## src/rtl/core/approx_vector_normalize_unit_macros.svh

```systemverilog
// ----------------------------------------------------------------------------
// approx vector normalize unit assertion macros
// shared concurrent assertion forms, clocked on clk and disabled in rst
// ----------------------------------------------------------------------------
`ifndef APPROX_VECTOR_NORMALIZE_UNIT_MACROS_SVH
`define APPROX_VECTOR_NORMALIZE_UNIT_MACROS_SVH

// same-cycle implication
`define AVNU_ASSERT_IMPLY(label, ante, cons) \
  label: assert property (@(posedge clk) disable iff (rst) (ante) |-> (cons)) \
    else $error("assertion failed");

// consequence a fixed number of cycles later
`define AVNU_ASSERT_DELAY(label, ante, dly, cons) \
  label: assert property (@(posedge clk) disable iff (rst) (ante) |-> ##dly (cons)) \
    else $error("assertion failed");

`endif

```

## src/rtl/core/avnu_pkg.sv

```systemverilog
// ----------------------------------------------------------------------------
// avnu package
// types and constants of the approximate vector normaliser
// ----------------------------------------------------------------------------
package avnu_pkg;

  localparam int COMP_W   = 16;
  localparam int OUT_FRAC = 13;
  localparam int MAG_W    = COMP_W + 1;
  localparam int PROD_W   = MAG_W + 16;
  localparam int LEN_W    = MAG_W + 18;
  localparam int REM_W    = LEN_W + 1;
  // integer part of mag/len is below two, so one integer bit plus a round bit
  localparam int Q_W      = OUT_FRAC + 2;
  localparam int NUM_CELLS = Q_W;
  localparam int SAT_W    = (Q_W > 17) ? Q_W : 17;
  localparam int LATENCY  = 3 + NUM_CELLS + 1;

  localparam logic [15:0] COEF_HI = 16'd55050;
  localparam logic [15:0] COEF_MD = 16'd33915;
  localparam logic [15:0] COEF_LO = 16'd17531;

  typedef struct packed {
    logic signed [15:0] comp_x;
    logic signed [15:0] comp_y;
    logic signed [15:0] comp_z;
  } in_t;

  typedef struct packed {
    logic signed [15:0] norm_x;
    logic signed [15:0] norm_y;
    logic signed [15:0] norm_z;
    logic               zero_length;
  } out_t;

  typedef struct packed {
    logic [REM_W-1:0] rem;
    logic [Q_W-1:0]   quo;
    logic             neg;
  } lane_t;

  typedef struct packed {
    logic             valid;
    logic             zero;
    logic [LEN_W-1:0] len;
    lane_t [2:0]      lane;
  } cell_t;

endpackage

```

## src/rtl/core/avnu_cell.sv

```systemverilog
// ----------------------------------------------------------------------------
// avnu divider cell
// one restoring division step for all three lanes, registered
// ----------------------------------------------------------------------------
module avnu_cell (
  input  logic            clk,
  input  logic            rst,
  input  avnu_pkg::cell_t din,
  output avnu_pkg::cell_t dout
);

  logic                       ge   [3];
  logic [avnu_pkg::REM_W-1:0] diff [3];

  always_comb begin
    for (int i = 0; i < 3; i++) begin
      ge[i]   = din.lane[i].rem >= avnu_pkg::REM_W'(din.len);
      diff[i] = ge[i] ? din.lane[i].rem - avnu_pkg::REM_W'(din.len) : din.lane[i].rem;
    end
  end

  always_ff @(posedge clk) begin
    if (rst) begin
      dout.valid <= 1'b0;
    end else begin
      dout.valid <= din.valid;
    end
    dout.zero <= din.zero;
    dout.len  <= din.len;
    for (int i = 0; i < 3; i++) begin
      // remainder is below len here, so the shift cannot overflow
      dout.lane[i].rem <= {diff[i][avnu_pkg::REM_W-2:0], 1'b0};
      dout.lane[i].quo <= {din.lane[i].quo[avnu_pkg::Q_W-2:0], ge[i]};
      dout.lane[i].neg <= din.lane[i].neg;
    end
  end

endmodule

```

## config.mk

```make
export PLATFORM = sky130hd
export DESIGN_NAME = avnu_cell
export DESIGN_NICKNAME = d
export VERILOG_FILES = /design/src/rtl/core/approx_vector_normalize_unit_macros.svh /design/src/rtl/core/avnu_pkg.sv /design/src/rtl/core/avnu_cell.sv
export SDC_FILE = /design/constraint.sdc
export NUM_CORES = 1
export LEC_CHECK = 0
export ABC_AREA = 1
export BUFFER_PORTS_ARGS = -buffer_cell sky130_fd_sc_hd__buf_4
export CELL_PAD_IN_SITES_DETAIL_PLACEMENT = 1
export CELL_PAD_IN_SITES_GLOBAL_PLACEMENT = 1
export CORE_MARGIN = 4
export CORE_UTILIZATION = 33
export DETAILED_ROUTE_END_ITERATION = 10
export MAX_ROUTING_LAYER = met4
export PLACE_DENSITY = 0.77
export SYNTH_ARGS = -nofsm -noshare
export SYNTH_HDL_FRONTEND = slang
export SYNTH_SLANG_ARGS = --single-unit
```

## constraint.sdc

```tcl
create_clock -name clk -period 1.9 [get_ports clk]
set_input_delay 0.285 -clock clk [delete_from_list [all_inputs] [get_ports clk]]
set_output_delay 0.285 -clock clk [all_outputs]
set_load 0.03 [all_outputs]
```

==> results.json, run 1 <==
{
  "timing.critical_path.mode_cell": "buf_4",
  "cts_made_buffers": 17,
  "worstPathArrival_ns": 2.57,
  "synthDistinctLibCells": 36,
  "synth_area_leader_cell": "dfxtp_1",
  "dp.cells": 3487,
  "reg.largest.list": "dout x190",
  "synth_seq_cells": 190,
  "start_kind": "input pin",
  "drive_above_1_share_pct": 41.67,
  "layout_setup_ws_ns": -0.2104,
  "grt_pass1_wl_microns": 114100,
  "power.density_mw_per_mm2": 712.4,
  "clk_pin_slew_worst_paths_ns": 0.10,
  "antenna_found_initial": 1,
  "synth.avg_cell_area_sq_um": 6.273,
  "synth_top_area_share_pct": 28.16,
  "final_area_sq_mm": 0.02503,
  "drt_iter0_markers": 1431,
  "coreArea_sq_mm": 0.04010,
  "grt_pass1_vias": 19590,
  "die_x_microns": 210.3,
  "grt_use_total_pct": 34.55,
  "clock_path_buffers": 2,
  "first_pass_iters": 5,
  "hpwl_microns": 57750,
  "synth_area_sq_mm": 0.01351,
  "vias": 19460,
  "ir_worst_vdd_v": 0.0006648,
  "cp_max_fo": 3,
  "vias_per_cell": 5.260,
  "fin_nets": 3465,
  "cp_cell_sequence": "buf_4 -> clkinvlp_4 -> ha_4 -> buf_4 -> nand2_2 -> o21bai_1 -> a21oi_1 -> nand2_2 -> buf_4 -> xor2_2 -> nand2_1 -> nand2_1",
  "synth-edff-count": 0,
  "syn2layout_area_growth_pct": 85.33,
  "ys_top_cells_by_area": "dfxtp_1 (28%), nand2_1 (23%), inv_1 (9.8%)",
  "synth.most_common_cell": "nand2_1",
  "port_buffers": 381,
  "met1_usage_pct": 38.70,
  "fin_crit_sh_pct": 111.1,
  "gp_congestion": 0.9712,
  "drv_cap": 0,
  "synthArstFlopShare_pct": 0,
  "nFillCells": 4985,
  "ant_nets": 0,
  "drcViolationCount": 0,
  "io_pins": 388,
  "cts_root_buf": "clkbuf_16",
  "drt_wl_total_microns": 90210,
  "outcome": "complete, but fails checks",
  "violations": "setup timing",
  "die_y_microns": 210.3,
  "endpoint_kind": "register",
  "grt_max_degree": 23,
  "largest_register_ffs": 190,
  "h-tree-depth": 4,
  "grt_overflow": 0,
  "period_needed_ns": 2.110,
  "final_core_util_pct": 62.42,
  "place_area_sq_mm": 0.02041,
  "fmax_mhz": 473.8,
  "clock_sinks": 190,
  "maxSlewHeadroom_pct": 60.69,
  "cts_tree": "done",
  "cp_slowest_stage_delay_ns": 0.51,
  "wire_per_inst_microns": 24.38,
  "top_register": "dout",
  "setup_viol": 63,
  "std_cell_rows": 73,
  "finalHoldViolCount": 0,
  "report.final.slew_viol_count": 0,
  "grt.busiest_layer": "met2",
  "diodes": 0,
  "worst_slew_pin_slew_ns": 0.5885,
  "synth_cells": 2153,
  "ys.flop_type": "dfxtp_1",
  "fin_cells": 3700,
  "synth_warnings": 0,
  "start_util_pct": 33.68,
  "path_class": "input pin to register",
  "met3_usage_pct": 5.105,
  "required_ns": 2.36,
  "hold_path_class": "input pin to register",
  "die-area_sq_mm": 0.04423,
  "synthTopCellsByCount": "nand2_1 (833), inv_1 (354), dfxtp_1 (190)",
  "p_leak_nw": 13.28,
  "worst-path-buf-inv": 4,
  "whs_ns": 0.02822,
  "critPathTopFamily": "compound AO/OA/AOI/OAI gates",
  "grt_setup_unrepaired": "yes",
  "ys_seq_area_share_pct": 28.16,
  "gr-usage-met2_pct": 61.23,
  "slowest_stage": "o21bai_1"
}
## path summary, 6_finish.rpt
path	from	endpoint	slack, ns	cells past startpoint
worst min-delay path	din[41]	dout[42]	0.03	3
worst max-delay path	din[168]	dout[86]	-0.21	12
## metrics by stage
step	setup slack, ns	TNS, ns	power [W]
2_1_floorplan	-0.002525	-0.02525	0.008405
3_3_place_gp	-0.7466	-65.94	0.01177
3_5_place_dp	-0.8164	-73.11	0.01195
4_1_cts	0.0002194	0	0.01639
5_1_grt	-0.2079	-8.153	0.01842
6_report	-0.2104	-4.392	0.01783
## logic make-up after synthesis
family | Yosys count | share of synthesized area [%]
simple gates | 1258 | 40.19
buf+inv | 392 | 12.00
flops | 190 | 28.16
compound gates | 150 | 5.948
fa+ha+maj | 108 | 10.17
xor+xnor | 54 | 3.502
other cells | 1 | 0.02777
## layout by cell type (no fill, tap or decap), types with 3 or more instances in the layout
master         instances
buf_4                818
nand2_1              715
inv_1                326
dfxtp_1              190
nor2_1               134
dlygate4sd3_1        130
nand2_2              129
nand3_1               72
a21oi_1               58
ha_4                  55
ha_1                  47
xor2_1                46
nand3_2               45
buf_12                34
nor2_4                31
o21ai_0               27
nand4_1               25
clkbuf_16             25
nand2_4               24
nor2_2                23
inv_2                 19
a21oi_2               19
nor3_1                19
nand3b_1              19
clkinvlp_4            17
o21bai_1              17
buf_6                 14
o21ai_1               11
o21ai_2               10
clkinv_8              10
nor3_2                 8
xnor2_1                7
a21oi_4                6
inv_6                  5
nand2_8                4
fa_2                   3
ha_2                   3
conb_1                 3
inv_8                  3
## cell type report
class                   instances  area [sq um]  area share (%)
multi-input cells            1574          9826           39.26
flip-flops and latches        190          3804           15.20
inverters                     366          1468           5.864
clock inverters                15         203.9          0.8148
well taps                     525         656.9           2.624
clock buffers                  17         425.4           1.700
repair buffers               1010          8611           34.40
repair inverters                3         36.28          0.1450
## where the power goes
part | total, W | switching [W] | internal (W)
clock network | 0.00414 | 0.00232 | 0.00182
registers | 0.00480 | 0.000268 | 0.00453
logic | 0.00889 | 0.00517 | 0.00371
## worst min-delay path: cells and delay by family
kind	cells	cell delay, ns
buffers and inverters	1	0.10
and+or+nand+nor	2	0.13
## what timing repair did
item | 4_1_cts | 5_1_grt
setup buffers | 8 | 34
hold buffers | 131 | 0
endpoints found under the hold margin | 130 | 0
cloned | 6 | 10
resized for setup | 59 | 373
pin swaps | 3 | 73
endpoints found under the setup margin | 105 | 105
## metal layers
layer / wire (microns) / vias to the layer above
met4: 6298 / 0
met1: 33700 / 9414
met5: 0 / -
li1: - / 8644
met3: 5727 / 402
met2: 44490 / 1001
Power figures use the tool's default switching activity.
==> inputs of run 2 (changes only) <==
==> constraint.sdc (replaced) <==
create_clock -name clk -period 1.7 [get_ports clk]
set_input_delay 0.255 -clock clk [delete_from_list [all_inputs] [get_ports clk]]
set_output_delay 0.255 -clock clk [all_outputs]
set_load 0.03 [all_outputs]
==> run 2 against run 1 <==
The run still ends with setup timing left; first-iteration DRC count rose by 80%; hold slack improved by 0.00074 ns; total power up 22%; critical path depth is 1 higher; sequential share of layout area decreased by 0.97 points; cell area increased by 6.8%; core utilization grew 4.3 points; via count up 13%; clock-buffer cell count up 1; sequential power grew 13%.
==> results.json, run 2 (same netlist as run 1, synthesis figures left out) <==
{
  "worstPathArrival_ns": 3.01,
  "dp_slack_ns": -0.9531,
  "syn2layout_area_growth_pct": 97.97,
  "vias_per_cell": 5.903,
  "maxSlewHeadroom_pct": 21.85,
  "die_x_microns": 210.3,
  "grt_pass1_wl_microns": 119100,
  "first_pass_iters": 5,
  "start_kind": "input pin",
  "start_util_pct": 33.68,
  "top_register": "dout",
  "nFillCells": 4847,
  "worst_slew_pin_slew_ns": 1.168,
  "hp-start": "din[143]",
  "power.density_mw_per_mm2": 813.4,
  "gp_congestion": 0.9812,
  "p_comb_share_pct": 53.8,
  "clock_sinks": 190,
  "grt_max_degree": 34,
  "p_leak_nw": 13.83,
  "die-area_sq_mm": 0.04423,
  "seq_power_share_pct": 24.9,
  "period_needed_ns": 2.546,
  "cts_made_buffers": 17,
  "die_y_microns": 210.3,
  "finalHoldViolCount": 0,
  "required_ns": 2.17,
  "p_switching_w": 0.01003,
  "reg.largest.list": "dout x190",
  "setup_viol": 108,
  "std_cell_rows": 73,
  "largest_register_ffs": 190,
  "mostFrequentLayoutCells": "buf_4 (828), nand2_1 (561), inv_1 (312)",
  "clk_pin_slew_worst_paths_ns": 0.11,
  "p_int_w": 0.01171,
  "outcome": "complete, but fails checks",
  "io_pins": 388,
  "hold_path_class": "input pin to register",
  "grt_pass1_vias": 19880,
  "coreArea_sq_mm": 0.04010,
  "pwr-share-clk_pct": 21.2,
  "fin_nets": 3498,
  "ir_worst_vdd_v": 0.0005506,
  "layout_commonest_cell": "buf_4",
  "hpwl_microns": 56050,
  "path_class": "input pin to register",
  "cp_max_fo": 5,
  "h-tree-depth": 4,
  "antenna_found_initial": 5,
  "ant_nets": 0,
  "drt_wl_total_microns": 117100,
  "setup_tns_ns": -46.31,
  "drcViolationCount": 0,
  "cts_tree": "done",
  "grt_use_total_pct": 36.15,
  "layout_setup_ws_ns": -0.8457,
  "drt_iter0_markers": 2577,
  "cts_root_buf": "clkbuf_16",
  "grt_overflow": 0,
  "clock_path_buffers": 2,
  "grt_setup_unrepaired": "yes",
  "wire_per_inst_microns": 31.32,
  "worst_setup_path_startpoint": "din[120]",
  "violations": "setup timing",
  "drive_above_1_share_pct": 49.78,
  "power.share.switching_pct": 46.14,
  "fmax_mhz": 392.8,
  "report.final.slew_viol_count": 0,
  "fin_crit_sh_pct": 149.7,
  "endpoint_kind": "register",
  "vias": 22070,
  "port_buffers": 381,
  "drv_cap": 0
}
run 2: cell count changes in the layout (fill, tap and decap cells not counted), sizes merged:
cell          change
dlygate4sd3      +23
buf              +13
diode             +6
clkinv            -3
clkinvlp          +3
bufbuf            -1
clkbuf            +1
dlymetal6s4s      -1
inv               -1
nand2             -1
run 2: critical path: stages:
cell     delay, ns
buf_4         0.10
inv_1         0.08
ha_2          0.23
fa_2          0.39
inv_2         0.14
nand2_1       0.15
nand3_4       0.17
nand2_1       0.11
nand2_2       0.14
buf_4         0.14
xor2_1        0.90
nand2_4       0.08
o21ai_2       0.11
run 2: repair_timing:
item / CTS / global route
cloned: 8 / 12
endpoints found under the hold margin: 152 / 0
pin swaps: 30 / 204
endpoints found under the setup margin: 106 / 108
hold buffers: 153 / 0
gates resized for setup: 176 / 640
setup buffers: 32 / 46
run 2: final cells by class:
cell class / count / area [sq um] / area share (%)
diodes: 6 / 15.01 / 0.05616
multi-input cells: 1573 / 11200 / 41.89
repair buffers: 1044 / 8865 / 33.16
clock buffers: 18 / 439.2 / 1.643
flip-flops and latches: 190 / 3804 / 14.23
clock inverters: 14 / 175.2 / 0.6552
repair inverters: 3 / 47.55 / 0.1778
inverters: 366 / 1535 / 5.742
well taps: 525 / 656.9 / 2.457
run 2: path summary, 6_finish.rpt:
| check | endpoint | slack, ns | cells past startpoint |
|---|---|---|---|
| max | dout[129] | -0.85 | 13 |
| min | dout[144] | 0.03 | 3 |
run 2: power by group through the flow:
stage / sequential, W / combinational (W) / clock, W
after floorplan: 0.00657 / 0.00287 / 0
after global placement: 0.00538 / 0.00767 / 0
after detailed placement: 0.00539 / 0.00785 / 0
after CTS: 0.00530 / 0.00877 / 0.00444
after global routing: 0.00543 / 0.0119 / 0.00473
final: 0.00542 / 0.0117 / 0.00462
run 2: routing by layer:
metal	vias up	share of wire [%]	GRT usage [%]	wire length, microns
met2	1981	44	61.30	51610
met3	936	11	5.269	12990
met1	10430	34	42.62	39590
met5	-	0	-	0
met4	0	11	16.07	12910
li1	8725	-	-	-
run 2: per-stage QoR:
stage / std cells / area (sq um) / util [%] / hold WS, ns / total power [W]
floorplan: 2155 / 13680 / - / 0.2827 / 0.009434
global placement: 3456 / 20200 / 50.37 / 0.3594 / 0.01305
detailed placement: 3456 / 20200 / 50.37 / 0.3605 / 0.01324
CTS: 3681 / 23740 / 59.21 / 0.0008732 / 0.01851
global route: 3739 / 26740 / 66.68 / 0.03181 / 0.02209
finish: 3739 / 26740 / 66.68 / 0.02896 / 0.02175
==> inputs of run 3 (changes only) <==
--- a/config.mk
+++ b/config.mk
@@ -10,10 +10,10 @@
 export CELL_PAD_IN_SITES_DETAIL_PLACEMENT = 1
 export CELL_PAD_IN_SITES_GLOBAL_PLACEMENT = 1
 export CORE_MARGIN = 4
-export CORE_UTILIZATION = 33
+export CORE_UTILIZATION = 36
 export DETAILED_ROUTE_END_ITERATION = 10
 export MAX_ROUTING_LAYER = met4
-export PLACE_DENSITY = 0.77
+export PLACE_DENSITY = 0.8
 export SYNTH_ARGS = -nofsm -noshare
 export SYNTH_HDL_FRONTEND = slang
 export SYNTH_SLANG_ARGS = --single-unit
==> constraint.sdc (replaced) <==
create_clock -name clk -period 2.4 [get_ports clk]
set_input_delay 0.36 -clock clk [delete_from_list [all_inputs] [get_ports clk]]
set_output_delay 0.36 -clock clk [all_outputs]
set_load 0.03 [all_outputs]
==> run 3 against run 2 <==
The run now ends clean; highest routed layer unchanged; die area shrank 8.0%; core utilization shrank 12 points; combinational power shrank 54%; clock power shrank 33%; critical endpoint is now dout[150]; sequential cell count is the same; critical path depth is the same.
==> results.json, run 3 (same netlist as run 1, synthesis figures left out) <==
{
  "largest_register_ffs": 190,
  "io_pins": 388,
  "setup_viol": 0,
  "required_ns": 2.80,
  "fmax_mhz": 426.7,
  "die-area_sq_mm": 0.04068,
  "die_x_microns": 201.7,
  "start_util_pct": 36.71,
  "grt_overflow": 0,
  "grt_pass1_vias": 17530,
  "clock_path_buffers": 2,
  "grt_use_total_pct": 32.23,
  "start_kind": "input pin",
  "hpwl_microns": 52710,
  "port_buffers": 381,
  "path_class": "input pin to register",
  "grt_max_degree": 33,
  "p_int_w": 0.007159,
  "syn2layout_area_growth_pct": 49.93,
  "drt_iter0_markers": 759,
  "ir_worst_vdd_v": 0.0005495,
  "worstPathArrival_ns": 2.74,
  "grt_pass1_wl_microns": 99960,
  "holdBufCountCts": 76,
  "fin_nets": 3149,
  "hold_path_class": "input pin to register",
  "p_switching_w": 0.005064,
  "fin_crit_sh_pct": 97.64,
  "outcome": "complete, no violations",
  "reg.largest.list": "dout x190",
  "std_cell_rows": 70,
  "whs_ns": 0.04095,
  "ant_nets": 0,
  "period_needed_ns": 2.343,
  "seq_power_share_pct": 30.7,
  "h-tree-depth": 4,
  "worst_slew_pin_slew_ns": 0.9583,
  "first_pass_iters": 5,
  "drv_cap": 0,
  "cts_tree": "done",
  "vias_per_cell": 4.921,
  "p_comb_share_pct": 44.0,
  "setup_tns_ns": 0,
  "total_power_w": 0.01222,
  "mostFrequentLayoutCells": "nand2_1 (833), buf_4 (594), inv_1 (354)",
  "p_leak_nw": 11.46,
  "report.final.slew_viol_count": 0,
  "cts_root_buf": "clkbuf_16",
  "antenna_found_initial": 1,
  "drive_above_1_share_pct": 26.55,
  "final_core_util_pct": 55.05,
  "vias": 16380,
  "cts_resized": 0,
  "cp_max_fo": 12,
  "drcViolationCount": 0,
  "maxSlewHeadroom_pct": 35.88,
  "coreArea_sq_mm": 0.03679,
  "clock_sinks": 190,
  "wire_per_inst_microns": 19.61,
  "cts_made_buffers": 17,
  "drt_wl_total_microns": 65260,
  "endpoint_kind": "register",
  "postCtsSetupBuffers": 0,
  "die_y_microns": 201.7,
  "dp.cells": 3217,
  "pwr-share-clk_pct": 25.3,
  "power.share.switching_pct": 41.43,
  "fin_cells": 3328,
  "clk_pin_slew_worst_paths_ns": 0.08,
  "top_register": "dout",
  "gp_congestion": 0.9456,
  "grt_setup_unrepaired": "no",
  "power.density_mw_per_mm2": 603.6,
  "layout_commonest_cell": "nand2_1",
  "finalHoldViolCount": 0
}
## run 3: changes by cell type in the layout (fill, tap and decap cells not counted), moves of 31 or more
cell / previous run / this run
a21oi_1: 40 / 81
nand2_2: 221 / 35
ha_4: 66 / 0
nor2_4: 38 / 6
nand3_1: 56 / 87
nand2_4: 87 / 3
buf_4: 828 / 594
nor2_1: 104 / 166
a21oi_2: 33 / 2
inv_1: 312 / 354
nand2_1: 561 / 833
dlygate4sd3_1: 153 / 78
ha_1: 37 / 105
## run 3: stage by stage
step	cell area [sq um]	worst slack, ns
2_1_floorplan	13510	0.2986
3_3_place_gp	18830	-0.1624
3_5_place_dp	18830	-0.3161
4_1_cts	20230	0.1575
5_1_grt	20250	0.02098
6_report	20250	0.05661
## run 3: final timing paths
check,startpoint,to,cells past startpoint
hold / removal,din[191],dout[191],1
setup / recovery,din[163],dout[150],13
## run 3: power by group through the flow
stage | combinational [W] | sequential [W] | clock [W]
floorplan | 0.00199 | 0.00465 | 0
CTS | 0.00533 | 0.00374 | 0.00312
detailed placement | 0.00519 | 0.00381 | 0
finish | 0.00538 | 0.00375 | 0.00309
global placement | 0.00507 | 0.00380 | 0
global route | 0.00579 | 0.00379 | 0.00330
## run 3: cell type report
cell class,count,area [sq um]
Fill cell,4850,16540
Multi-Input combinational cell,1573,8089
Timing Repair Buffer,698,5761
Sequential cell,190,3804
Inverter,366,1376
Tap cell,468,585.6
Clock buffer,17,425.4
Clock inverter,15,206.4
Antenna cell,1,2.502
## run 3: worst max-delay path: stages
cell,delay (ns)
buf_4,0.11
inv_1,0.24
ha_1,0.35
nand2_2,0.13
nor2_2,0.07
buf_12,0.12
nand2_1,0.06
nor3_1,0.04
nand2_1,0.09
nand2_1,0.06
nor2_1,0.72
nand4_1,0.23
nand2_1,0.14
## run 3: per-layer routing
metal / share of wire, % / track usage (%)
met1: 43 / 38.21
met2: 49 / 55.77
met3: 3.9 / 4.190
met4: 4.1 / 12.33
met5: 0 / -
