File: src/rtl/core/approx_vector_normalize_unit_macros.svh
// ----------------------------------------------------------------------------
// approx vector normalize unit assertion macros
// shared concurrent assertion forms, clocked on clk and disabled in rst
// ----------------------------------------------------------------------------
`ifndef APPROX_VECTOR_NORMALIZE_UNIT_MACROS_SVH
`define APPROX_VECTOR_NORMALIZE_UNIT_MACROS_SVH

// same-cycle implication
`define AVNU_ASSERT_IMPLY(label, ante, cons) \
  label: assert property (@(posedge clk) disable iff (rst) (ante) |-> (cons)) \
    else $error("assertion failed");

// consequence a fixed number of cycles later
`define AVNU_ASSERT_DELAY(label, ante, dly, cons) \
  label: assert property (@(posedge clk) disable iff (rst) (ante) |-> ##dly (cons)) \
    else $error("assertion failed");

`endif

File: src/rtl/core/avnu_pkg.sv
// ----------------------------------------------------------------------------
// avnu package
// types and constants of the approximate vector normaliser
// ----------------------------------------------------------------------------
package avnu_pkg;

  localparam int COMP_W   = 16;
  localparam int OUT_FRAC = 13;
  localparam int MAG_W    = COMP_W + 1;
  localparam int PROD_W   = MAG_W + 16;
  localparam int LEN_W    = MAG_W + 18;
  localparam int REM_W    = LEN_W + 1;
  // integer part of mag/len is below two, so one integer bit plus a round bit
  localparam int Q_W      = OUT_FRAC + 2;
  localparam int NUM_CELLS = Q_W;
  localparam int SAT_W    = (Q_W > 17) ? Q_W : 17;
  localparam int LATENCY  = 3 + NUM_CELLS + 1;

  localparam logic [15:0] COEF_HI = 16'd55050;
  localparam logic [15:0] COEF_MD = 16'd33915;
  localparam logic [15:0] COEF_LO = 16'd17531;

  typedef struct packed {
    logic signed [15:0] comp_x;
    logic signed [15:0] comp_y;
    logic signed [15:0] comp_z;
  } in_t;

  typedef struct packed {
    logic signed [15:0] norm_x;
    logic signed [15:0] norm_y;
    logic signed [15:0] norm_z;
    logic               zero_length;
  } out_t;

  typedef struct packed {
    logic [REM_W-1:0] rem;
    logic [Q_W-1:0]   quo;
    logic             neg;
  } lane_t;

  typedef struct packed {
    logic             valid;
    logic             zero;
    logic [LEN_W-1:0] len;
    lane_t [2:0]      lane;
  } cell_t;

endpackage

File: src/rtl/core/avnu_front.sv
// ----------------------------------------------------------------------------
// avnu front end
// magnitudes, ranking, coefficient products and length estimate
// ----------------------------------------------------------------------------
module avnu_front (
  input  logic           clk,
  input  logic           rst,
  input  logic           take,
  input  avnu_pkg::in_t  comp,
  output avnu_pkg::cell_t head
);

  logic [avnu_pkg::COMP_W-1:0] raw [3];
  logic [avnu_pkg::MAG_W-1:0]  mag_c [3];
  logic                        neg_c [3];
  logic [avnu_pkg::MAG_W-1:0]  s_hi, s_md, s_lo, t0_hi, t0_md, t1_md, t1_lo;

  // stage one
  logic                        v1;
  logic [avnu_pkg::MAG_W-1:0]  mag1 [3];
  logic                        neg1 [3];
  logic [avnu_pkg::MAG_W-1:0]  hi1, md1, lo1;
  // stage two
  logic                        v2;
  logic [avnu_pkg::MAG_W-1:0]  mag2 [3];
  logic                        neg2 [3];
  logic [avnu_pkg::PROD_W-1:0] p_hi, p_md, p_lo;
  logic [avnu_pkg::LEN_W-1:0]  len_c;

  assign raw[0] = comp.comp_x[avnu_pkg::COMP_W-1:0];
  assign raw[1] = comp.comp_y[avnu_pkg::COMP_W-1:0];
  assign raw[2] = comp.comp_z[avnu_pkg::COMP_W-1:0];

  always_comb begin
    for (int i = 0; i < 3; i++) begin
      neg_c[i] = raw[i][avnu_pkg::COMP_W-1];
      mag_c[i] = neg_c[i] ? ((avnu_pkg::MAG_W'(1) << avnu_pkg::COMP_W)
                             - {1'b0, raw[i]}) : {1'b0, raw[i]};
    end
  end

  // three compare-swaps
  always_comb begin
    t0_hi = (mag_c[0] < mag_c[1]) ? mag_c[1] : mag_c[0];
    t0_md = (mag_c[0] < mag_c[1]) ? mag_c[0] : mag_c[1];
    t1_md = (t0_md < mag_c[2]) ? mag_c[2] : t0_md;
    t1_lo = (t0_md < mag_c[2]) ? t0_md : mag_c[2];
    s_hi  = (t0_hi < t1_md) ? t1_md : t0_hi;
    s_md  = (t0_hi < t1_md) ? t0_hi : t1_md;
    s_lo  = t1_lo;
  end

  always_ff @(posedge clk) begin
    if (rst) begin
      v1      <= 1'b0;
      v2      <= 1'b0;
    end else begin
      v1      <= take;
      v2      <= v1;
    end
  end

  assign len_c = avnu_pkg::LEN_W'(p_hi) + avnu_pkg::LEN_W'(p_md) + avnu_pkg::LEN_W'(p_lo);

  always_ff @(posedge clk) begin
    if (rst) begin
      head.valid <= 1'b0;
    end else begin
      head.valid <= v2;
    end
    for (int i = 0; i < 3; i++) begin
      mag1[i] <= mag_c[i];
      neg1[i] <= neg_c[i];
      mag2[i] <= mag1[i];
      neg2[i] <= neg1[i];
      head.lane[i].rem <= avnu_pkg::REM_W'(mag2[i]) << 16;
      head.lane[i].quo <= '0;
      head.lane[i].neg <= neg2[i];
    end
    hi1 <= s_hi;
    md1 <= s_md;
    lo1 <= s_lo;
    p_hi <= avnu_pkg::PROD_W'(hi1) * avnu_pkg::PROD_W'(avnu_pkg::COEF_HI);
    p_md <= avnu_pkg::PROD_W'(md1) * avnu_pkg::PROD_W'(avnu_pkg::COEF_MD);
    p_lo <= avnu_pkg::PROD_W'(lo1) * avnu_pkg::PROD_W'(avnu_pkg::COEF_LO);
    head.len  <= len_c;
    head.zero <= (len_c == '0);
  end

endmodule

File: config.mk
export PLATFORM = sky130hd
export DESIGN_NAME = avnu_front
export DESIGN_NICKNAME = d
export VERILOG_FILES = /design/src/rtl/core/approx_vector_normalize_unit_macros.svh /design/src/rtl/core/avnu_pkg.sv /design/src/rtl/core/avnu_front.sv
export SDC_FILE = /design/constraint.sdc
export NUM_CORES = 1
export LEC_CHECK = 0
export CAP_MARGIN = 20
export CORE_ASPECT_RATIO = 0.75
export CORE_UTILIZATION = 55
export DETAILED_ROUTE_END_ITERATION = 6
export DONT_BUFFER_PORTS = 1
export GPL_TIMING_DRIVEN = 0
export PLACE_DENSITY_LB_ADDON = 0.1
export SETUP_SLACK_MARGIN = 0.2
export SLEW_MARGIN = 20
export SYNTH_ARGS = -nofsm -noshare
export SYNTH_HDL_FRONTEND = slang
export SYNTH_SLANG_ARGS = --single-unit
export TNS_END_PERCENT = 5
File: constraint.sdc
create_clock -name clk -period 13.9 [get_ports clk]
set_input_delay 2.78 -clock clk [delete_from_list [all_inputs] [get_ports clk]]
set_output_delay 2.78 -clock clk [all_outputs]
set_load 0.03 [all_outputs]
==> reports/qor.yml, run 1 <==
floorplanning:
  rows: 70
  core_area_sq_um: 48800
  die_x_um: 259
  ios: 244
  die_h_um: 194
  die_area_sq_um: 50300
  initial_core_util: 0.557
placed_design:
  io_buffers: 0
  routabilityCongestion: 0.915
  dp_hpwl_mm: 52.8
route:
  antenna_left: 0
  first_pass_iters: 7
  wl_mm: 62.8
  drcViolationCount: 6
  drt-initial-drc-count: 1105
  viasPerCell: 5.29
  routedWlPerCell_um: 18.2
  vias: 18242
cts:
  ctsResizeCount: 0
  clockRootBuffer: "clkbuf_16"
  cts_inserted_buffers: 35
  postCtsSetupRepairBufs: 0
  ctsLongestPathBuffers: 3
  cts_max_level: 2
  hold_buffers: 0
  clock_sinks: 349
  cts_tree: "yes"
  clk_latency_ps: 560
  path_clk_slew_ps: 70
synth:
  synth_common_cells: "469 x ha_1, 426 x inv_1, 349 x dfxtp_1"
  yosysMostFrequentCell: "ha_1"
  synth-seq-cells: 349
  synth_top_area_frac: 0.257
  ys.flop_type: "dfxtp_1"
  syn_inst: 2625
  syn_avg_cell_area_sq_um: 10.3
  synth_edf_count: 0
  async_reset_ff_frac: 0
  synth_area_sq_um: 27200
  synth.largest_area_cell: "dfxtp_1"
  ys_seq_area_frac: 0.257
  ys_types: 78
  yosys_warnings: 0
  synth.area.top_cells: "dfxtp_1 26%, ha_1 22%, fa_1 19%"
status:
  violations: "DRC"
  status: "finished, violations left"
finish:
  synthToLayoutAreaGrowth_pct: 8.81
  final_nets: 3555
  fillers: 4111
  final_util: 0.606
  drive_above_1_share: 0.0772
worst_setup_path:
  cpMostUsedCell: "a21o_1"
  critPathSlowestCell: "nor4b_1"
  end_kind: "flop"
  path_class: "input port to flop"
  critPathRequiredTime_ps: 14330
  ff2ff_setup_slack_ps: 7010
  start_kind: "input port"
  critPathMaxFanout: 10
  crit_arrival_ps: 12490
  cpPeakStageDelay_ps: 950
run:
  cap_violations: 0
timing:
  slew_viol_final: 0
  tightest_slew_ps: 1120
  post-route-period-util: 0.868
  period_minus_slack_ps: 12070
  slew-limit-headroom: 0.242
  finalSetupTns_ps: 0
  setup_viol: 0
  hold_viol: 0
  clock_skew_ps: 25.5
  clock.fmax_mhz: 82.9
  grt_setup_unrepaired: "false"
global_routing:
  grt_overflow: 0
  grt.total_usage: 0.253
  antenna_found_initial: 3
  grt_pass1_wl_mm: 99.0
  first_global_vias: 18082
  grt_max_degree: 17
min_path:
  hold_path.class: "flop to flop"
[final timing paths]
check	start	to	depth (start not counted)
setup / recovery	comp[21]	md1[0]$_DFF_P_	36
hold / removal	mag2[0][41]$_DFF_P_	head[143]$_DFF_P_	0
setup reg to reg	lo1[8]$_DFF_P_	p_lo[30]$_DFF_P_	21
hold reg to reg	mag2[0][41]$_DFF_P_	head[143]$_DFF_P_	0
[metrics by stage]
step	area [sq um]	std cells	setup slack (ps)	hold slack, ps
floorplan	27600	2737	3310	310
global placement	28400	3385	1560	310
detailed placement	28400	3385	1400	312
CTS	29500	3446	1940	314
global route	29500	3446	1410	327
finish	29600	3449	1830	319
[layer usage]
layer  track usage  wire length [um]
met1         0.383             31200
met2         0.377             26800
met3        0.0386              3310
met4        0.0609              1400
met5             0                13
[logic make-up after synthesis]
| kind of cell | after synthesis | synth area share |
|---|---|---|
| and+or+nand+nor | 397 | 0.0748 |
| DFF | 349 | 0.257 |
| other | 2 | 0.000276 |
| muxes | 74 | 0.0280 |
| AOI/OAI and AO/OA | 393 | 0.0975 |
| xor gates and xnor gates | 129 | 0.0416 |
| buffers and inverters | 551 | 0.0922 |
| adders and majority gates | 730 | 0.408 |
[worst max-delay path, delay by kind of cell]
family | cells | cell delay (ps)
mux | 3 | 1210
fa+ha+maj | 3 | 1030
simple gates | 9 | 3280
buf+inv | 5 | 900
compound gates | 16 | 3260
[area by class of cell]
cell class	count	area [sq um]	area share
clock inverters	13	149	0.00504
well taps	648	811	0.0274
flip-flops and latches	349	6990	0.236
diodes	3	7.51	0.000254
inverters	426	1600	0.0541
clock buffers	48	1000	0.0340
plain buffers	125	905	0.0306
multi-input cells	1837	18100	0.612
[cell usage in the layout (no fill, tap or decap), types with 14 or more instances in the layout]
cell | synthesis | final
clkbuf_1 | 10 | 15
ha_1 | 469 | 469
buf_4 | 105 | 105
nor2_1 | 88 | 88
xor2_1 | 44 | 44
conb_1 | 2 | 114
fa_1 | 261 | 261
inv_1 | 426 | 426
nor2b_1 | 18 | 18
nand2b_1 | 18 | 18
o21ai_0 | 80 | 80
nand2_1 | 93 | 93
xnor2_1 | 85 | 85
a31oi_1 | 17 | 17
a21oi_1 | 90 | 90
and3_1 | 22 | 22
or3_1 | 14 | 14
mux2i_1 | 62 | 62
o21a_1 | 14 | 14
a211oi_1 | 18 | 18
o31ai_1 | 20 | 20
dfxtp_1 | 349 | 349
clkbuf_16 | 0 | 35
nand3_1 | 37 | 37
o21bai_1 | 17 | 17
a21o_1 | 48 | 48
nor3_1 | 30 | 30
[state kept, by name, summed over array words and instances (netlist names)]
name  count
mag1     51
md1      17
lo1      17
p_md     33
p_lo     32
v2        1
neg1      3
mag2     51
p_hi     32
head     91
neg2      3
v1        1
hi1      17
Power of run 1 is not shown: default switching activity piles up to over one toggle a cycle in this logic, so the estimate is an artifact.
==> inputs of run 2 (changes only) <==
RECOVER_POWER = 50   (was default)
==> run 2 against run 1 <==
  * The flow now finishes without violations
  * Clock-buffer cell count is the same
  * Via count shrank 0.16%
  * Clock skew is essentially flat
  * Hold slack lost 0.55 ps
  * Sequential cell count is the same
  * Critical path depth is the same
  * Wire length is essentially flat
  * Final cell count is the same
  * Critical endpoint unchanged
==> reports/qor.yml, run 2 (same netlist as run 1, synthesis figures left out) <==
finish:
  final_nets: 3555  # unchanged
  drive_above_1_share: 0.0758  # was 0.0772
  largest-register: "head"  # unchanged
  synthToLayoutAreaGrowth_pct: 8.75  # was 8.81%
  layout_commonest_cell: "ha_1"  # unchanged
  reg_top3: "head (91), mag1 (51), mag2 (51)"  # unchanged
  layout_common_cells: "469 x ha_1, 426 x inv_1, 349 x dfxtp_1"  # unchanged
  largest_reg_flops: 91  # unchanged
cts:
  cts_max_level: 2  # unchanged
  ctsLongestPathBuffers: 3  # unchanged
  ctsResizeCount: 0  # unchanged
  clock_sinks: 349  # unchanged
  clk_latency_ps: 560  # about the same
  clockRootBuffer: "clkbuf_16"  # unchanged
  cts_inserted_buffers: 35  # unchanged
  path_clk_slew_ps: 70  # about the same
  postCtsSetupRepairBufs: 0  # unchanged
  hold_buffers: 0  # unchanged
  cts_tree: "yes"  # unchanged
status:
  status: "complete, no violations"  # was finished, violations left
timing:
  clock_skew_ps: 25.5  # about the same
  tightest_slew_ps: 1190  # was 1120 ps
  whs_ps: 318  # was 319 ps
  setup_viol: 0  # unchanged
  slew_viol_final: 0  # unchanged
  grt_setup_unrepaired: "false"  # unchanged
  hold_viol: 0  # unchanged
  post-route-period-util: 0.869  # was 0.868
  slew-limit-headroom: 0.186  # was 0.242
  period_minus_slack_ps: 12070  # about the same
  finalSetupTns_ps: 0  # unchanged
  clock.fmax_mhz: 82.8  # was 82.9 MHz
global_routing:
  grt_max_degree: 17  # unchanged
  grt_overflow: 0  # unchanged
  grt_pass1_wl_mm: 99.0  # unchanged
  first_global_vias: 18082  # unchanged
  antenna_found_initial: 3  # unchanged
  grt.total_usage: 0.253  # unchanged
route:
  wl_mm: 62.7  # was 62.8 mm
  drcViolationCount: 0  # was 6
  drt-initial-drc-count: 1113  # was 1105
  viasPerCell: 5.28  # was 5.29
  first_pass_iters: 5  # was 7
  routedWlPerCell_um: 18.2  # about the same
  vias: 18213  # was 18242
  antenna_left: 0  # unchanged
worst_setup_path:
  crit_arrival_ps: 12500  # was 12490 ps
  start_kind: "input port"  # unchanged
  ff2ff_setup_slack_ps: 7010  # about the same
  critPathMaxFanout: 10  # unchanged
  path_class: "input port to flop"  # unchanged
  cpMostUsedCell: "a21o_1"  # unchanged
  cpPeakStageDelay_ps: 960  # was 950 ps
  end_kind: "flop"  # unchanged
  critPathSlowestCell: "nor4b_1"  # unchanged
  critPathRequiredTime_ps: 14330  # about the same
floorplanning:
  core_area_sq_um: 48800  # unchanged
  die_x_um: 259  # unchanged
  initial_core_util: 0.557  # unchanged
  die_area_sq_um: 50300  # unchanged
  ios: 244  # unchanged
  die_h_um: 194  # unchanged
  rows: 70  # unchanged
placed_design:
  dp_hpwl_mm: 52.8  # unchanged
  io_buffers: 0  # unchanged
  routabilityCongestion: 0.915  # unchanged
run:
  cap_violations: 0  # unchanged
min_path:
  hold_path.class: "flop to flop"  # unchanged
run 2: cell count changes in the layout (fill, tap and decap cells not counted):
cell       delta
o41ai_1       +1
and2_1        -2
and2_0        +2
a2111oi_1     -1
a2111oi_0     +2
o21ba_1       +1
a2111oi_2     -1
o21ba_2       -1
o41ai_2       -1
clkbuf_1      +1
buf_2         -1
run 2: per-layer routing:
layer / part of all wire / GRT usage / vias up
li1: - / - / 8906
met1: 0.50 / 0.383 / 8776
met2: 0.43 / 0.377 / 441
met3: 0.054 / 0.0386 / 88
met4: 0.022 / 0.0609 / 2
met5: 0.00021 / 0 / -
run 2: final timing paths:
check,endpoint,start,cells after the start
worst max-delay path,md1[0]$_DFF_P_,comp[21],36
worst min-delay path,head[143]$_DFF_P_,mag2[0][41]$_DFF_P_,0
worst max register to register,p_lo[30]$_DFF_P_,lo1[8]$_DFF_P_,21
worst min register to register,head[143]$_DFF_P_,mag2[0][41]$_DFF_P_,0
run 2: area by class of cell:
cell class	count	area, sq um
Clock inverter	13	149
Antenna cell	3	7.51
Multi-Input combinational cell	1837	18100
Tap cell	648	811
Clock buffer	48	1000
Sequential cell	349	6990
Inverter	426	1600
Buffer	125	903
Fill cell	4114	19200
run 2: worst max-delay path: cells and delay by family:
| family | cells | cell delay (ps) |
|---|---|---|
| muxes | 3 | 1220 |
| AOI/OAI and AO/OA | 16 | 3250 |
| and+or+nand+nor | 9 | 3300 |
| adders and majority gates | 3 | 1030 |
| buffers and inverters | 5 | 910 |
run 2: metrics by stage:
step / utilization / setup WS (ps) / instance area (sq um) / instances
6_report: 0.605 / 1830 / 29500 / 3449
5_1_grt: 0.605 / 1380 / 29500 / 3446
4_1_cts: 0.606 / 1940 / 29500 / 3446
3_5_place_dp: 0.582 / 1400 / 28400 / 3385
3_3_place_gp: 0.582 / 1560 / 28400 / 3385
2_1_floorplan: - / 3310 / 27600 / 2737
Power of run 2 is left out for the same reason.
==> inputs of run 3 (changes only) <==
CORE_ASPECT_RATIO = 1.5   (was 0.75)
CTS_BUF_LIST = sky130_fd_sc_hd__clkbuf_8   (was default)
==> run 3 against run 2 <==
  * Hold slack improved by 3.6 ps
  * Non-clock buffer count unchanged
  * Final cell count increased by 1.2%
  * Wire length increased by 2.2%
  * Sequential share of layout area about the same
  * Setup slack improved by 390 ps
  * Die area about the same
  * Clock-buffer cell count increased by 17
  * Critical path type unchanged
==> reports/qor.yml, run 3 (same netlist as run 1, synthesis figures left out) <==
min_path:
  hold_start: "mag2[0][4]$_DFF_P_"  # was mag2[0][41]$_DFF_P_
  hold_path.class: "flop to flop"  # unchanged
timing:
  whs_ps: 322  # was 318 ps
  post-route-period-util: 0.841  # was 0.869
  hold_viol: 0  # unchanged
  slew-limit-headroom: 0.162  # was 0.186
  period_minus_slack_ps: 11680  # was 12070 ps
  clock.fmax_mhz: 85.6  # was 82.8 MHz
  finalSetupTns_ps: 0  # unchanged
  setup_viol: 0  # unchanged
  slew_viol_final: 0  # unchanged
  grt_setup_unrepaired: "false"  # unchanged
  tightest_slew_ps: 1230  # was 1190 ps
  clock_skew_ps: 32.6  # was 25.5 ps
cts:
  cts_inserted_buffers: 54  # was 35
  cts_tree: "yes"  # unchanged
  cts_max_level: 2  # unchanged
  ctsResizeCount: 0  # unchanged
  clock_sinks: 349  # unchanged
  clockRootBuffer: "clkbuf_8"  # was clkbuf_16
  hold_buffers: 0  # unchanged
  path_clk_slew_ps: 60  # was 70 ps
  clk_latency_ps: 650  # was 560 ps
  ctsLongestPathBuffers: 3  # unchanged
  postCtsSetupRepairBufs: 0  # unchanged
floorplanning:
  core_area_sq_um: 48700  # was 48800 sq um
  die_area_sq_um: 50300  # about the same
  ios: 244  # unchanged
  initial_core_util: 0.558  # was 0.557
  die_h_um: 274  # was 194 um
  rows: 99  # was 70
  die_x_um: 183  # was 259 um
worst_setup_path:
  r2r-end: "p_lo[30]$_DFF_P_"  # unchanged
  end_kind: "flop"  # unchanged
  ff2ff_setup_slack_ps: 7040  # was 7010 ps
  cpPeakStageDelay_ps: 650  # was 960 ps
  endpoint: "md1[9]$_DFF_P_"  # was md1[0]$_DFF_P_
  r2r-start: "lo1[8]$_DFF_P_"  # unchanged
  critPathSlowestCell: "nor4b_1"  # unchanged
  path_class: "input port to flop"  # unchanged
  crit_family: "compound AO/OA/AOI/OAI gates"  # was simple AND/OR/NAND/NOR gates
  start_kind: "input port"  # unchanged
  crit_path_start: "comp[21]"  # unchanged
  critPathRequiredTime_ps: 14410  # was 14330 ps
  crit_buf_inv: 7  # was 5
  reg2regPathDepth: 21  # unchanged
  cpMostUsedCell: "a21o_1"  # unchanged
  cp_num_cells: 37  # was 36
  crit_arrival_ps: 12200  # was 12500 ps
  critPathMaxFanout: 10  # unchanged
run:
  cap_violations: 0  # unchanged
route:
  drt-initial-drc-count: 577  # was 1113
  first_pass_iters: 5  # unchanged
  drcViolationCount: 0  # unchanged
  viasPerCell: 5.22  # was 5.28
  vias: 18209  # was 18213
  routedWlPerCell_um: 18.4  # was 18.2 um
  wl_mm: 64.1  # was 62.7 mm
  antenna_left: 0  # unchanged
finish:
  largest-register: "head"  # unchanged
  instances_no_fill: 3491  # was 3449
  layout_common_cells: "469 x ha_1, 438 x inv_1, 349 x dfxtp_1"  # was 469 x ha_1, 426 x inv_1, 349 x dfxtp_1
  drive_above_1_share: 0.0850  # was 0.0758
  fillers: 4243  # was 4114
  layout_commonest_cell: "ha_1"  # unchanged
  largest_reg_flops: 91  # unchanged
  synthToLayoutAreaGrowth_pct: 8.88  # was 8.75%
  final_nets: 3574  # was 3555
  regArea_sq_um: 6990  # unchanged
  reg_top3: "head (91), mag1 (51), mag2 (51)"  # unchanged
  fin_area_sq_um: 29600  # was 29500 sq um
  multi_input_area_sq_um: 18100  # about the same
global_routing:
  first_global_vias: 19274  # was 18082
  grt_overflow: 0  # unchanged
  grt.total_usage: 0.262  # was 0.253
  grt_pass1_wl_mm: 100  # was 99.0 mm
  grt_max_degree: 15  # was 17
  antenna_found_initial: 1  # was 3
placed_design:
  dp_hpwl_mm: 55.6  # was 52.8 mm
  placed_area_sq_um: 28400  # about the same
  routabilityCongestion: 0.944  # was 0.915
  place_inst: 3393  # was 3385
  io_buffers: 0  # unchanged
status:
  status: "complete, no violations"  # unchanged
[run 3: cell count changes in the layout (fill, tap and decap cells not counted), sizes merged]
cell / previous run / this run
clkbuf: 59 / 76
inv: 430 / 439
clkinv: 5 / 8
bufinv: 1 / 5
clkinvlp: 3 / 6
diode: 3 / 1
[run 3: worst min path at each step]
| stage | cells after the start | end | slack (ps) |
|---|---|---|---|
| CTS | 0 | head[36]$_DFF_P_ | 320 |
| global route | 0 | head[142]$_DFF_P_ | 330 |
| global placement | 0 | mag2[0][50]$_DFF_P_ | 310 |
| floorplan | 0 | head[0]$_DFF_P_ | 310 |
| finish | 0 | head[36]$_DFF_P_ | 320 |
| detailed placement | 0 | head[136]$_DFF_P_ | 310 |
[run 3: worst reg2reg max path: stages, from the launching register on]
cell	delay, ps
dfxtp_1	680
fa_1	520
inv_1	90
fa_1	420
inv_1	70
ha_1	240
fa_1	540
inv_1	50
fa_1	480
inv_1	50
fa_1	450
ha_1	370
nand2_1	110
a21oi_1	50
a2111oi_0	910
a31oi_1	310
o211ai_1	330
nand3_1	160
a41o_1	300
a21boi_0	230
o21ai_0	130
xor2_1	260
[run 3: metrics by stage]
| stage | setup slack, ps | util |
|---|---|---|
| after floorplan | 3310 | - |
| after global placement | 1370 | 0.583 |
| after detailed placement | 1490 | 0.583 |
| after CTS | 2130 | 0.608 |
| after global routing | 1700 | 0.607 |
| final | 2220 | 0.607 |
[run 3: layout make-up]
type                       instances  area share
buffer                           125      0.0305
clock inverter                    32      0.0100
inverter                         426      0.0541
sequential                       349       0.236
multi-input combinational       1837       0.611
clock buffer                      65      0.0303
antenna                            1   0.0000846
tap                              656      0.0278
[run 3: per-layer routing]
metal	GRT usage	vias up	part of all wire
met5	0	-	0
met4	0.122	0	0.047
met3	0.0373	127	0.034
met2	0.508	385	0.54
met1	0.271	8737	0.38
li1	-	8960	-
Power of run 3 is left out for the same reason.
